<file path="src/hw/rtl/pmd_pkg.sv">
// ----------------------------------------------------------------------------
// pmd_pkg
// Shared types and default constants for the motor drive and chop sequencer.
// ----------------------------------------------------------------------------
`default_nettype none

package pmd_pkg;

  // parameter defaults
  localparam int SPEED_LEVELS_DEF = 8;
  localparam int PWM_BITS_DEF     = 8;

  // chop sequencer phases, also the value of the phase output field
  typedef enum logic [2:0] {
    PH_IDLE  = 3'd0,
    PH_DOWN  = 3'd1,
    PH_SDOWN = 3'd2,
    PH_UP    = 3'd3,
    PH_SUP   = 3'd4
  } phase_t;

  // configuration seen by the sequencer
  typedef struct packed {
    logic [7:0] down_edges;
    logic [7:0] up_edges;
    logic [3:0] timeout_limit;
    logic [9:0] settle_ms;
    logic [7:0] axe_duty;
    logic [3:0] repeat_chops;
  } seq_cfg_t;

  // sequencer view after the current item
  typedef struct packed {
    phase_t     phase;
    logic       axe_dir;
    logic [7:0] axe_duty;
    logic       axe_drop;
  } seq_out_t;

endpackage

`default_nettype wire

</file>
<file path="src/hw/rtl/pwm_motor_drive_and_chop_sequencer.sv">
// ----------------------------------------------------------------------------
// pwm_motor_drive_and_chop_sequencer
// Two drive motor pwm channels plus an attack motor chop sequencer.
// ----------------------------------------------------------------------------
// Usage: every transfer on the s_ channel is one system tick carrying pwm,
// timeout and millisecond strobes, the attack encoder level, the drive levels
// and directions and an optional chop request. Each accepted item yields
// exactly one m_ transfer with the enable and direction pin levels, busy
// and the sequencer phase after that tick.
// The configuration port writes one register per cycle on cfg_we; write it
// only while no item is in flight.
// m_tvalid rises in the cycle after an s_ transfer; throughput is one item
// per cycle, set by the single result register that follows the state
// update. While m_tready is low with a result held, s_tready drops and the
// state holds; once the result goes out a new item is taken the same cycle.
// Reset clears the pwm counter, enables, sequencer (idle) and the output valid
// flag, and loads the register defaults (25, 35, 5, 100, 128, 5, 60, 90).
// ----------------------------------------------------------------------------
`default_nettype none

module pwm_motor_drive_and_chop_sequencer #(
  parameter int SPEED_LEVELS = pmd_pkg::SPEED_LEVELS_DEF,
  parameter int PWM_BITS     = pmd_pkg::PWM_BITS_DEF
) (
  input  wire logic        clk,
  input  wire logic        rst,
  // action[1:0], pwm_tick[2], timeout_tick[3], ms_tick[4], encoder_level[5],
  // left_level[9:6], right_level[13:10], left_reverse[14], right_reverse[15]
  input  wire logic [15:0] s_tdata,
  input  wire logic        s_tvalid,
  output logic             s_tready,
  // left_enable[0], right_enable[1], axe_enable[2], left_dir_pin[3],
  // right_dir_pin[4], axe_dir_pin[5], busy_res[6], phase[9:7], zero[15:10]
  output logic      [15:0] m_tdata,
  output logic             m_tvalid,
  input  wire logic        m_tready,
  input  wire logic        cfg_we,
  input  wire logic [2:0]  cfg_index,
  input  wire logic [9:0]  cfg_wdata
);

  localparam logic [2:0] REG_DOWN_EDGES    = 3'd0;
  localparam logic [2:0] REG_UP_EDGES      = 3'd1;
  localparam logic [2:0] REG_TIMEOUT_LIMIT = 3'd2;
  localparam logic [2:0] REG_SETTLE_MS     = 3'd3;
  localparam logic [2:0] REG_AXE_DUTY      = 3'd4;
  localparam logic [2:0] REG_REPEAT_CHOPS  = 3'd5;
  localparam logic [2:0] REG_MIN_DUTY      = 3'd6;
  localparam logic [2:0] REG_DUTY_SPAN     = 3'd7;
  localparam int AW = (PWM_BITS > 8) ? PWM_BITS : 8;

  pmd_pkg::seq_cfg_t seq_cfg;
  pmd_pkg::seq_out_t seq_res;
  logic [7:0] min_duty;
  logic [7:0] duty_span;

  logic                step;
  logic [1:0]          action;
  logic                pwm_tick, timeout_tick, ms_tick, encoder_level;
  logic [3:0]          left_level, right_level;
  logic                left_reverse, right_reverse;

  logic [PWM_BITS-1:0] pwm_count, pwm_count_next;
  logic [2:0]          enable_bits, enable_bits_next;
  logic [1:0]          last_dirs;
  logic [PWM_BITS-1:0] left_duty, right_duty;
  logic [15:0]         result;

  assign action        = s_tdata[1:0];
  assign pwm_tick      = s_tdata[2];
  assign timeout_tick  = s_tdata[3];
  assign ms_tick       = s_tdata[4];
  assign encoder_level = s_tdata[5];
  assign left_level    = s_tdata[9:6];
  assign right_level   = s_tdata[13:10];
  assign left_reverse  = s_tdata[14];
  assign right_reverse = s_tdata[15];

  assign s_tready = !m_tvalid || m_tready;
  assign step     = s_tvalid && s_tready;

  // configuration registers
  always_ff @(posedge clk) begin
    if (rst) begin
      seq_cfg.down_edges    <= 8'd25;
      seq_cfg.up_edges      <= 8'd35;
      seq_cfg.timeout_limit <= 4'd5;
      seq_cfg.settle_ms     <= 10'd100;
      seq_cfg.axe_duty      <= 8'd128;
      seq_cfg.repeat_chops  <= 4'd5;
      min_duty              <= 8'd60;
      duty_span             <= 8'd90;
    end else if (cfg_we) begin
      case (cfg_index)
        REG_DOWN_EDGES:    seq_cfg.down_edges    <= cfg_wdata[7:0];
        REG_UP_EDGES:      seq_cfg.up_edges      <= cfg_wdata[7:0];
        REG_TIMEOUT_LIMIT: seq_cfg.timeout_limit <= cfg_wdata[3:0];
        REG_SETTLE_MS:     seq_cfg.settle_ms     <= cfg_wdata;
        REG_AXE_DUTY:      seq_cfg.axe_duty      <= cfg_wdata[7:0];
        REG_REPEAT_CHOPS:  seq_cfg.repeat_chops  <= cfg_wdata[3:0];
        REG_MIN_DUTY:      min_duty              <= cfg_wdata[7:0];
        REG_DUTY_SPAN:     duty_span             <= cfg_wdata[7:0];
        default: ;
      endcase
    end
  end

  pmd_chop_seq u_seq (
    .clk           (clk),
    .rst           (rst),
    .step          (step),
    .action        (action),
    .timeout_tick  (timeout_tick),
    .ms_tick       (ms_tick),
    .encoder_level (encoder_level),
    .cfg           (seq_cfg),
    .res           (seq_res)
  );

  pmd_level_duty #(
    .SPEED_LEVELS (SPEED_LEVELS),
    .PWM_BITS     (PWM_BITS)
  ) u_left_duty (
    .level     (left_level),
    .min_duty  (min_duty),
    .duty_span (duty_span),
    .duty      (left_duty)
  );

  pmd_level_duty #(
    .SPEED_LEVELS (SPEED_LEVELS),
    .PWM_BITS     (PWM_BITS)
  ) u_right_duty (
    .level     (right_level),
    .min_duty  (min_duty),
    .duty_span (duty_span),
    .duty      (right_duty)
  );

  // sequencer drop, then direction drops, then the pwm tick overrides all
  always_comb begin
    enable_bits_next = enable_bits;
    pwm_count_next   = pwm_count;
    if (seq_res.axe_drop) begin
      enable_bits_next[2] = 1'b0;
    end
    if (left_reverse != last_dirs[0]) begin
      enable_bits_next[0] = 1'b0;
    end
    if (right_reverse != last_dirs[1]) begin
      enable_bits_next[1] = 1'b0;
    end
    if (pwm_tick) begin
      enable_bits_next[0] = pwm_count < left_duty;
      enable_bits_next[1] = pwm_count < right_duty;
      enable_bits_next[2] = AW'(pwm_count) < AW'(seq_res.axe_duty);
      pwm_count_next      = pwm_count + PWM_BITS'(1);
    end
  end

  assign result = {6'd0, seq_res.phase, (seq_res.phase != pmd_pkg::PH_IDLE),
                   seq_res.axe_dir, right_reverse, ~left_reverse, enable_bits_next};

  always_ff @(posedge clk) begin
    if (rst) begin
      pwm_count   <= '0;
      enable_bits <= '0;
      last_dirs   <= '0;
      m_tvalid    <= 1'b0;
    end else begin
      if (step) begin
        pwm_count   <= pwm_count_next;
        enable_bits <= enable_bits_next;
        last_dirs   <= {right_reverse, left_reverse};
        m_tvalid    <= 1'b1;
      end else if (m_tready) begin
        m_tvalid <= 1'b0;
      end
    end
  end

  always_ff @(posedge clk) begin
    if (step) begin
      m_tdata <= result;
    end
  end

  // a held result blocks new input
  assert property (@(posedge clk) disable iff (rst)
    (m_tvalid && !m_tready) |-> !s_tready)
    else $error("input taken while a result is stalled");

  // counter moves only on a transferred pwm tick
  assert property (@(posedge clk) disable iff (rst)
    !(step && pwm_tick) |=> $stable(pwm_count))
    else $error("pwm counter moved without a pwm tick");

  // busy flag agrees with the phase field
  assert property (@(posedge clk) disable iff (rst)
    m_tvalid |-> (m_tdata[6] == (m_tdata[9:7] != pmd_pkg::PH_IDLE)))
    else $error("busy and phase disagree");

endmodule

`default_nettype wire

</file>
<file path="src/hw/rtl/pmd_level_duty.sv">
// ----------------------------------------------------------------------------
// pmd_level_duty
// Maps a drive speed level (capped at levels) to a pwm duty: zero, or min + level*span/levels, clamped to the pwm max.
// ----------------------------------------------------------------------------
`default_nettype none

module pmd_level_duty #(
  parameter int SPEED_LEVELS = pmd_pkg::SPEED_LEVELS_DEF,
  parameter int PWM_BITS     = pmd_pkg::PWM_BITS_DEF
) (
  input  wire logic [3:0]          level,
  input  wire logic [7:0]          min_duty,
  input  wire logic [7:0]          duty_span,
  output logic      [PWM_BITS-1:0] duty
);

  // level*span stays below 2^12, so a rounded-up reciprocal with this
  // shift gives the exact quotient
  localparam int LV_W    = $clog2(SPEED_LEVELS + 1);
  localparam int SHIFT   = 12 + $clog2(SPEED_LEVELS);
  localparam int RECIP   = ((1 << SHIFT) + SPEED_LEVELS - 1) / SPEED_LEVELS;
  localparam int SCALE_W = SHIFT + 1;
  localparam int PROD_W  = SCALE_W + 8;
  localparam int DW      = (PWM_BITS > 9) ? PWM_BITS : 9;
  localparam logic [DW-1:0] PWM_MAX = DW'((1 << PWM_BITS) - 1);

  logic [SCALE_W-1:0] scale_tab [SPEED_LEVELS+1];
  logic [4:0]         lv_sat;
  logic [LV_W-1:0]    lv;
  logic [PROD_W-1:0]  prod;
  logic [7:0]         quot;
  logic [DW-1:0]      sum;

  // level * reciprocal, one constant per level
  for (genvar g = 0; g <= SPEED_LEVELS; g++) begin : g_scale
    assign scale_tab[g] = SCALE_W'(g * RECIP);
  end

  assign lv_sat = ({1'b0, level} > 5'(SPEED_LEVELS)) ? 5'(SPEED_LEVELS) : {1'b0, level};
  assign lv     = lv_sat[LV_W-1:0];
  assign prod   = PROD_W'(scale_tab[lv]) * PROD_W'(duty_span);
  assign quot   = prod[SHIFT+7:SHIFT];
  assign sum    = DW'(min_duty) + DW'(quot);

  always_comb begin
    if (lv_sat == 5'd0) begin
      duty = '0;
    end else if (sum > PWM_MAX) begin
      duty = PWM_MAX[PWM_BITS-1:0];
    end else begin
      duty = sum[PWM_BITS-1:0];
    end
  end

endmodule

`default_nettype wire

</file>
<file path="src/hw/rtl/pmd_chop_seq.sv">
// ----------------------------------------------------------------------------
// pmd_chop_seq
// Attack motor chop sequencer: down stroke, settle, up stroke, settle.
// ----------------------------------------------------------------------------
`default_nettype none

module pmd_chop_seq (
  input  wire logic               clk,
  input  wire logic               rst,
  input  wire logic               step,
  input  wire logic [1:0]         action,
  input  wire logic               timeout_tick,
  input  wire logic               ms_tick,
  input  wire logic               encoder_level,
  input  wire pmd_pkg::seq_cfg_t  cfg,
  output pmd_pkg::seq_out_t       res
);

  localparam logic [1:0] ACT_ONE    = 2'd1;
  localparam logic [1:0] ACT_REPEAT = 2'd2;
  localparam logic [7:0] EDGE_MAX   = 8'hff;
  localparam logic [9:0] SETTLE_MAX = 10'h3ff;

  pmd_pkg::phase_t phase, phase_next;
  logic       axe_dir, axe_dir_next;
  logic [7:0] axe_duty_now, axe_duty_now_next;
  logic [7:0] edge_count, edge_count_next;
  logic       edge_ref, edge_ref_next;
  logic [3:0] overflow_count, overflow_count_next;
  logic [9:0] settle_count, settle_count_next;
  logic [3:0] chops_left, chops_left_next;
  logic       drop;

  always_comb begin
    logic [7:0] target;
    logic [7:0] ec;
    logic [9:0] sc;
    logic [3:0] cl;
    logic       start;
    pmd_pkg::phase_t start_ph;

    phase_next          = phase;
    axe_dir_next        = axe_dir;
    axe_duty_now_next   = axe_duty_now;
    edge_count_next     = edge_count;
    edge_ref_next       = edge_ref;
    overflow_count_next = overflow_count;
    settle_count_next   = settle_count;
    chops_left_next     = chops_left;
    start               = 1'b0;
    start_ph            = pmd_pkg::PH_DOWN;
    target              = (phase == pmd_pkg::PH_DOWN) ? cfg.down_edges : cfg.up_edges;
    ec                  = edge_count;
    sc                  = settle_count;
    cl                  = chops_left;

    case (phase)
      pmd_pkg::PH_DOWN, pmd_pkg::PH_UP: begin
        if (timeout_tick && (overflow_count >= cfg.timeout_limit)) begin
          overflow_count_next = '0;
          axe_duty_now_next   = '0;
          settle_count_next   = '0;
          phase_next = (phase == pmd_pkg::PH_DOWN) ? pmd_pkg::PH_SDOWN : pmd_pkg::PH_SUP;
        end else begin
          if (timeout_tick) begin
            overflow_count_next = overflow_count + 4'd1;
          end
          if (encoder_level != edge_ref) begin
            edge_ref_next = encoder_level;
            if (ec != EDGE_MAX) begin
              ec = ec + 8'd1;
            end
          end
          edge_count_next = ec;
          if (ec >= target) begin
            axe_duty_now_next = '0;
            settle_count_next = '0;
            phase_next = (phase == pmd_pkg::PH_DOWN) ? pmd_pkg::PH_SDOWN : pmd_pkg::PH_SUP;
          end
        end
      end
      pmd_pkg::PH_SDOWN, pmd_pkg::PH_SUP: begin
        if (ms_tick && (sc != SETTLE_MAX)) begin
          sc = sc + 10'd1;
        end
        settle_count_next = sc;
        if (sc >= cfg.settle_ms) begin
          if (phase == pmd_pkg::PH_SDOWN) begin
            start    = 1'b1;
            start_ph = pmd_pkg::PH_UP;
          end else begin
            cl = (cl != 4'd0) ? cl - 4'd1 : 4'd0;
            chops_left_next = cl;
            if (cl != 4'd0) begin
              start = 1'b1;
            end else begin
              phase_next = pmd_pkg::PH_IDLE;
            end
          end
        end
      end
      default: begin
        phase_next = pmd_pkg::PH_IDLE;
        if ((action == ACT_ONE) || (action == ACT_REPEAT)) begin
          cl = (action == ACT_ONE) ? 4'd1 : cfg.repeat_chops;
          chops_left_next = (cl == 4'd0) ? 4'd1 : cl;
          start = 1'b1;
        end
      end
    endcase

    // stroke start clears the stroke counters and loads the attack duty
    if (start) begin
      phase_next          = start_ph;
      axe_dir_next        = (start_ph == pmd_pkg::PH_DOWN);
      axe_duty_now_next   = cfg.axe_duty;
      edge_count_next     = '0;
      edge_ref_next       = 1'b0;
      overflow_count_next = '0;
    end
    drop = start;
  end

  always_ff @(posedge clk) begin
    if (rst) begin
      phase          <= pmd_pkg::PH_IDLE;
      axe_dir        <= 1'b0;
      axe_duty_now   <= '0;
      edge_count     <= '0;
      edge_ref       <= 1'b0;
      overflow_count <= '0;
      settle_count   <= '0;
      chops_left     <= '0;
    end else if (step) begin
      phase          <= phase_next;
      axe_dir        <= axe_dir_next;
      axe_duty_now   <= axe_duty_now_next;
      edge_count     <= edge_count_next;
      edge_ref       <= edge_ref_next;
      overflow_count <= overflow_count_next;
      settle_count   <= settle_count_next;
      chops_left     <= chops_left_next;
    end
  end

  assign res.phase    = phase_next;
  assign res.axe_dir  = axe_dir_next;
  assign res.axe_duty = axe_duty_now_next;
  assign res.axe_drop = drop;

endmodule

`default_nettype wire

</file>
<file path="config.mk">
export PLATFORM = sky130hd
export DESIGN_NAME = pwm_motor_drive_and_chop_sequencer
export DESIGN_NICKNAME = d
export VERILOG_FILES = /design/src/hw/rtl/pmd_pkg.sv /design/src/hw/rtl/pwm_motor_drive_and_chop_sequencer.sv /design/src/hw/rtl/pmd_level_duty.sv /design/src/hw/rtl/pmd_chop_seq.sv
export SDC_FILE = /design/constraint.sdc
export NUM_CORES = 1
export LEC_CHECK = 0
export ABC_AREA = 1
export BUFFER_PORTS_ARGS = -buffer_cell sky130_fd_sc_hd__buf_2
export CAP_MARGIN = 20
export CELL_PAD_IN_SITES_DETAIL_PLACEMENT = 0
export CELL_PAD_IN_SITES_GLOBAL_PLACEMENT = 2
export CORE_MARGIN = 5
export CORE_UTILIZATION = 39
export DETAILED_ROUTE_END_ITERATION = 12
export PLACE_DENSITY_LB_ADDON = 0.1
export SLEW_MARGIN = 25
export SYNTH_ARGS = -nofsm -noshare
export SYNTH_HDL_FRONTEND = slang
export SYNTH_SLANG_ARGS = --single-unit
</file>
<file path="constraint.sdc">
create_clock -name clk -period 15.8 [get_ports clk]
set_input_delay 3.16 -clock clk [delete_from_list [all_inputs] [get_ports clk]]
set_output_delay 3.16 -clock clk [all_outputs]
set_load 0.02 [all_outputs]
</file>
---- Word level (Yosys, flattened, before mapping) ----
Memories as Yosys holds them, arrays and structs flattened.
Cells that the tools add are included.
operators by class
  multiplexer cells ....................... 65
  equal/unequal tests ..................... 23
  reductions and logical operators ........ 35
  divide/modulo/power cells ............... 0
  shifts and indexed selects .............. 0
  bitwise gates (word level) .............. 4
  multipliers ............................. 2
  add/sub/neg operators ................... 7
  order comparisons ....................... 12
operators by type and width
  cell                                                                             count
  8-bit two-way mux                                                                16
  16-bit two-way mux                                                               4
  4-bit two-way mux                                                                12
  16-bit by 8-bit multiplier with 23-bit output                                    2
  10-bit two-way mux                                                               4
  3-bit two-way mux                                                                10
  8-bit < comparator                                                               3
  10-bit case mux with 2 select lines                                              1
  8-bit by 8-bit adder with 9-bit output                                           2
  9-bit by 8-bit greater-than comparator with 1-bit output, second input constant  2
  2-bit AND reduction                                                              9
  8-bit by 1-bit adder with 8-bit output, second input constant                    2
  3-bit equality test, second input constant                                       5
  1-bit two-way mux                                                                14
  3-bit by 2-bit equality test with 1-bit output, second input constant            4
  10-bit by 1-bit adder with 10-bit output, second input constant                  1
  10-bit greater-or-equal comparator                                               1
  5-bit greater-or-equal comparator, second input constant                         2
  5-bit zero test                                                                  2
  10-bit inequality test, second input constant                                    1
  4-bit inverter with 5-bit output                                                 2
  2-bit nonzero test                                                               5
  3-bit by 1-bit equality test with 1-bit output, second input constant            3
  3-bit AND reduction                                                              3
  other kinds (27)                                                                 38
word-level totals
  RAM bits ................................ 0
  input bits .............................. 34
  bits in latches ......................... 0
  bits in read-only memories .............. 512
  memories kept ........................... 2
  register bits after elaboration ......... 121
  word-level logic and storage cells ...... 171
memories
  memory           depth  width  rd ports  clocked after Yosys merged registers in  wr ports  line                  text
  (no name shown)  16     16     1         0                                        0         pmd_level_duty.sv:41  assign prod = PROD_W'(scale_tab[lv]) * PROD_W'(duty_span);
  (no name shown)  16     16     1         0                                        0         pmd_level_duty.sv:41

---- Longest topological paths before layout ----
  word-level depth ........................ 13
  depth in mapped cells ................... 34
  mapped depth without buffers ............ 34

---- Modules after synthesis ----
Synthesis repeated with hierarchy kept, for this count alone.
unflattened totals
  cells, all modules ...................... 1507
  area, all modules ....................... 10191.0 sq um
modules (own cells, without submodules)
  module                              area each (sq um)  times used  cells each
  pwm_motor_drive_and_chop_sequencer  3671.0             1           483
  pmd_chop_seq                        3283.1             1           522
  pmd_level_duty at u_right_duty      1622.8             1           251
  pmd_level_duty at u_left_duty       1614.0             1           251

---- Worst setup path after synthesis ----
Ideal clock, no wire load.
  path kind ............................... input-to-reg
  start point ............................. input s_tdata[9]
  end point ............................... register enable_bits[0]
  slack ................................... 7.409 ns
  required time ........................... 15.743 ns
  cell stages on the path ................. 34
  data arrival time ....................... 8.333 ns
  buffers on the path ..................... 1
  path through ............................ clkbuf_1 > nor2_1 > nand2_1 > fa_1 > inv_1 > ha_1 > ha_1 > inv_1 > fa_1 > inv_1 > ha_1 > a21oi_1 > nand2_1 > a21oi_1 > o21ai_0 > a21o_1 > a21oi_1 > xor2_1 > ha_1 > nand2_1 > nor2_1 > nor2_1 > nand2_1 > inv_1 > nand2_1 > o21ai_0 > ha_1 > nand2_1 > nor2_1 > a2111oi_0 > nand2_1 > nand2_1 > o21ai_0 > inv_1
on the way
  cells in the longest elaborated chain, start to end .. 13
  elaborated cells between the ends (all ways) .. 14
  those cells by class .................... 1 x add/sub; 1 x mul; 3 x order compare; 6 x mux; 1 x bitwise; 1 x reduce/logical; 1 x memory
RTL lines
  element                                                   line                                       text
  start, declared                                           pwm_motor_drive_and_chop_sequencer.sv:29   input wire logic [15:0] s_tdata,
  4-bit greater-than comparator                             pmd_level_duty.sv:39                       assign lv_sat = ({1'b0, level} > 5'(SPEED_LEVELS)) ? 5'(SPEED_LEVELS) : {1'b0, level};
  4-bit two-way mux (*)                                     pmd_level_duty.sv:39
  4-bit inverter with 5-bit output (not written as such)    pmd_level_duty.sv:41
  memory read 16 x 16 bit                                   -
  16-bit two-way mux (not written as such) (2 in a row)     pmd_level_duty.sv:41
  16-bit by 8-bit multiplier with 23-bit output             pmd_level_duty.sv:41
  8-bit by 8-bit adder with 9-bit output                    pmd_level_duty.sv:43                       assign sum = DW'(min_duty) + DW'(quot);
  9-bit by 8-bit greater-than comparator with 1-bit output  pmd_level_duty.sv:48                       end else if (sum > PWM_MAX) begin
  8-bit two-way mux                                         pmd_level_duty.sv:48
  8-bit two-way mux (*)                                     pmd_level_duty.sv:46                       if (lv_sat == 5'd0) begin
  8-bit < comparator (*)                                    pwm_motor_drive_and_chop_sequencer.sv:154  enable_bits_next[0] = pwm_count < left_duty;
  3-bit two-way mux (*)                                     pwm_motor_drive_and_chop_sequencer.sv:153  if (pwm_tick) begin
  net enable_bits_next[0]                                   pwm_motor_drive_and_chop_sequencer.sv:64   logic [2:0] enable_bits, enable_bits_next;
  end signal, assigned                                      pwm_motor_drive_and_chop_sequencer.sv:173  enable_bits <= enable_bits_next;
  end, declared                                             pwm_motor_drive_and_chop_sequencer.sv:64
The timed path passes the listed nets; every way through them passes the cells marked *. The select of a mux whose other input is x is not followed.
A chain may end at the register's enable or synchronous reset.

---- Final worst setup path ----
Ends and elaborated chain as after synthesis.

==> metrics <==
outcome=complete, no violations; number of vias per cell=between 4 and 5; CORE AREA=22800 um^2; Synth Flop Type=dfxtp_1; Global Route Usage Sum=0.178; vias in the first global route=around 7500; largest stage delay on the critical path=around 0.55 ns; part of the power in registers=0.325; leakage dissipation=5.19 nW; largest net degree at the start of global routing=54; Sink Count=roughly 120; Worst Setup Start Kind=primary input; GP Congestion=between 0.7 and 0.8; layout cells sized above 1=0.0789; Synth async-reset ratio=0; DRC=0; switch share=0.321; Overall Power=1.04 mW; Hold Fails Final Rpt=0; clock latency on the worst-skew pair=approximately 0.43 ns; Post-Syn Instances=~1300; commonest non-fill, non-tap cell in the layout=nand2_1; #FFs+latches synth=roughly 120; Synth Cell Area=9100 um^2; CP Capture Type=register; PD cells=102 nW/um^2; clock slew at reported path FFs=about 0.07 ns; first-pass GRT wire length=between 30 and 40 mm; f_max=118 MHz; Crit Path Category=in -> reg; Ports=52; Slew Limit Fails=0; commonest non-fill, non-tap cells in the layout=226 x nand2_1, 209 x inv_1, 144 x nor2_1; H-tree depth=4; CTS tree=built; internal power=approximately 700 uW; Initial DRT Pass Iterations=5; Area Overhead vs Synth=12.4%; CP max FO=12; root cell of the clock tree=clkbuf_16; initial antenna violation count=0; Req. time, crit path=between 15 and 20 ns; Starting Density=0.400; register area=2520 um^2; multi-input logic area=between 5000 and 6000 um^2; Post-DP HPWL=~17 mm; HP Class=reg -> reg; Finish-stage setup viols=0; row count=55; number of fill cells=about 2400; Worst path most repeated cell=nand2_1; clock share of power=0.405; Die Span Y=163 um; Setup Skew=approximately 0.018 ns; Iter 0 DRT Violations=about 270; post-route ant nets=0; fin util=0.449; post-CTS sizing=0; crit share post-route=0.537; full die area=about 26000 um^2; via count=roughly 7700; clk buf depth=2; fin crit period=around 8.5 ns; register area share after synthesis=0.277; post-CTS setup buffers=0; yosys warns=0; TNS Setup=0 ns; Rel. slew slack=0.438; Critical Path Slowest Stage Cell=fa_1; Remaining Overflow, GRT=0; Worst Hold Slack=0.455 ns; Psw=around 330 uW; nets=between 1000 and 1500; WL final=approximately 23 mm; DIE WIDTH=163 um; post-synthesis average cell area=7.27 um^2; Avg WL per Cell=approximately 14 um; Netlist cell types=roughly 50; Crit path arrival time=roughly 8.9 ns; max-cap violations=0; Post-synth EDFFs=10; cts bufs inserted=17; number of port buffers=45; Max IR drop VDD=about 70 uV; unrepaired setup endpoints after global routing=no; combinational power share=0.270; CTS Hold Buffers Added=0; measured slew at the worst slew-check pin=between 0.8 and 0.9 ns; number of antenna diodes=0
[registers in the layout, indices dropped and copies added (netlist names)]
register,flops
u_seq.overflow_count,4
u_seq.chops_left,4
duty_span,8
u_seq.phase,3
min_duty,8
enable_bits,3
u_seq.edge_ref,1
seq_cfg,42
pwm_count,8
u_seq.axe_duty_now,8
m_tvalid,1
u_seq.edge_count,8
last_dirs,2
u_seq.settle_count,10
m_tdata,10
u_seq.axe_dir,1
[kinds of logic (layout without fill, tap and decap cells)]
family          after synthesis  after routing  synth area share
fa+ha+maj                   144            144             0.218
xor+xnor                     43             43            0.0414
simple gates                458            458             0.209
other cells                   1              6          0.000412
buf+inv                     250            298             0.107
flops                       121            121             0.277
compound gates              227            227             0.138
mux                           8              8           0.00894
[Yosys cell counts, types with 3 or more instances]
cell type	number	area, um^2
dfxtp_1	111	2220
o21ai_0	85	425
o21bai_1	4	30.0
ha_1	120	1500
nor2_2	3	18.8
xor2_1	18	158
o22ai_1	3	18.8
fa_1	24	480
nand4_1	8	50.1
nor2_1	144	541
a211oi_1	7	52.6
a21oi_1	93	465
buf_4	6	45.0
a21o_1	4	30.0
edfxtp_1	10	300
inv_1	210	788
o21ai_1	4	20.0
xnor2_1	25	219
nor3_1	16	80.1
a2111oi_0	4	35.0
nand2_2	4	25.0
inv_2	6	22.5
mux2i_1	7	70.1
buf_1	4	15.0
nand2_1	226	848
clkbuf_1	18	67.6
o211ai_1	16	120
nand3_1	43	215
[layout make-up]
type / instances / area share
tap: 313 / 0.0383
clock buffer: 21 / 0.0450
clock inverter: 11 / 0.0166
timing repair buffer: 47 / 0.0235
sequential: 121 / 0.247
multi-input combinational: 886 / 0.550
inverter: 219 / 0.0806
[worst max-delay path, delay by kind of cell]
family | cells | cell delay, ns
compound gates | 8 | 1.27
xor+xnor | 1 | 0.21
simple gates | 12 | 1.19
fa+ha+maj | 7 | 2.54
buf+inv | 6 | 0.49
[power groups by stage]
stage          logic (mW)  registers, mW  clock network, mW
2_1_floorplan       0.215          0.346                  0
5_1_grt             0.331          0.340              0.446
6_report            0.280          0.338              0.421
3_3_place_gp        0.283          0.345                  0
4_1_cts             0.285          0.338              0.433
3_5_place_dp        0.283          0.344                  0
[per-layer routing]
layer,vias up,global-route usage,wire length [um]
met1,3472,0.246,11500
met2,98,0.291,10100
met5,-,0,0
met4,0,0.0370,234
met3,19,0.0332,678
li1,4121,-,-
[path summary, 6_finish.rpt]
check | start | to | slack [ns] | depth (start not counted)
setup reg to reg | duty_span[3]$_SDFFE_PP1P_ | enable_bits[1]$_SDFFE_PP0P_ | 9.98 | 30
setup / recovery | s_tdata[9] | enable_bits[0]$_SDFFE_PP0P_ | 7.31 | 34
hold / removal | seq_cfg[34]$_SDFFE_PP1P_ | seq_cfg[34]$_SDFFE_PP1P_ | 0.46 | 2
hold reg to reg | seq_cfg[34]$_SDFFE_PP1P_ | seq_cfg[34]$_SDFFE_PP1P_ | 0.46 | 2
[stage by stage]
| step | std cells | area [um^2] | worst slack (ns) |
|---|---|---|---|
| global route | 1618 | 10200 | 6.77 |
| global placement | 1586 | 9600 | 6.93 |
| finish | 1618 | 10200 | 7.31 |
| detailed placement | 1586 | 9600 | 6.82 |
| floorplan | 1257 | 9120 | 7.41 |
| CTS | 1618 | 10200 | 7.27 |
Power figures use the tool's default switching activity.
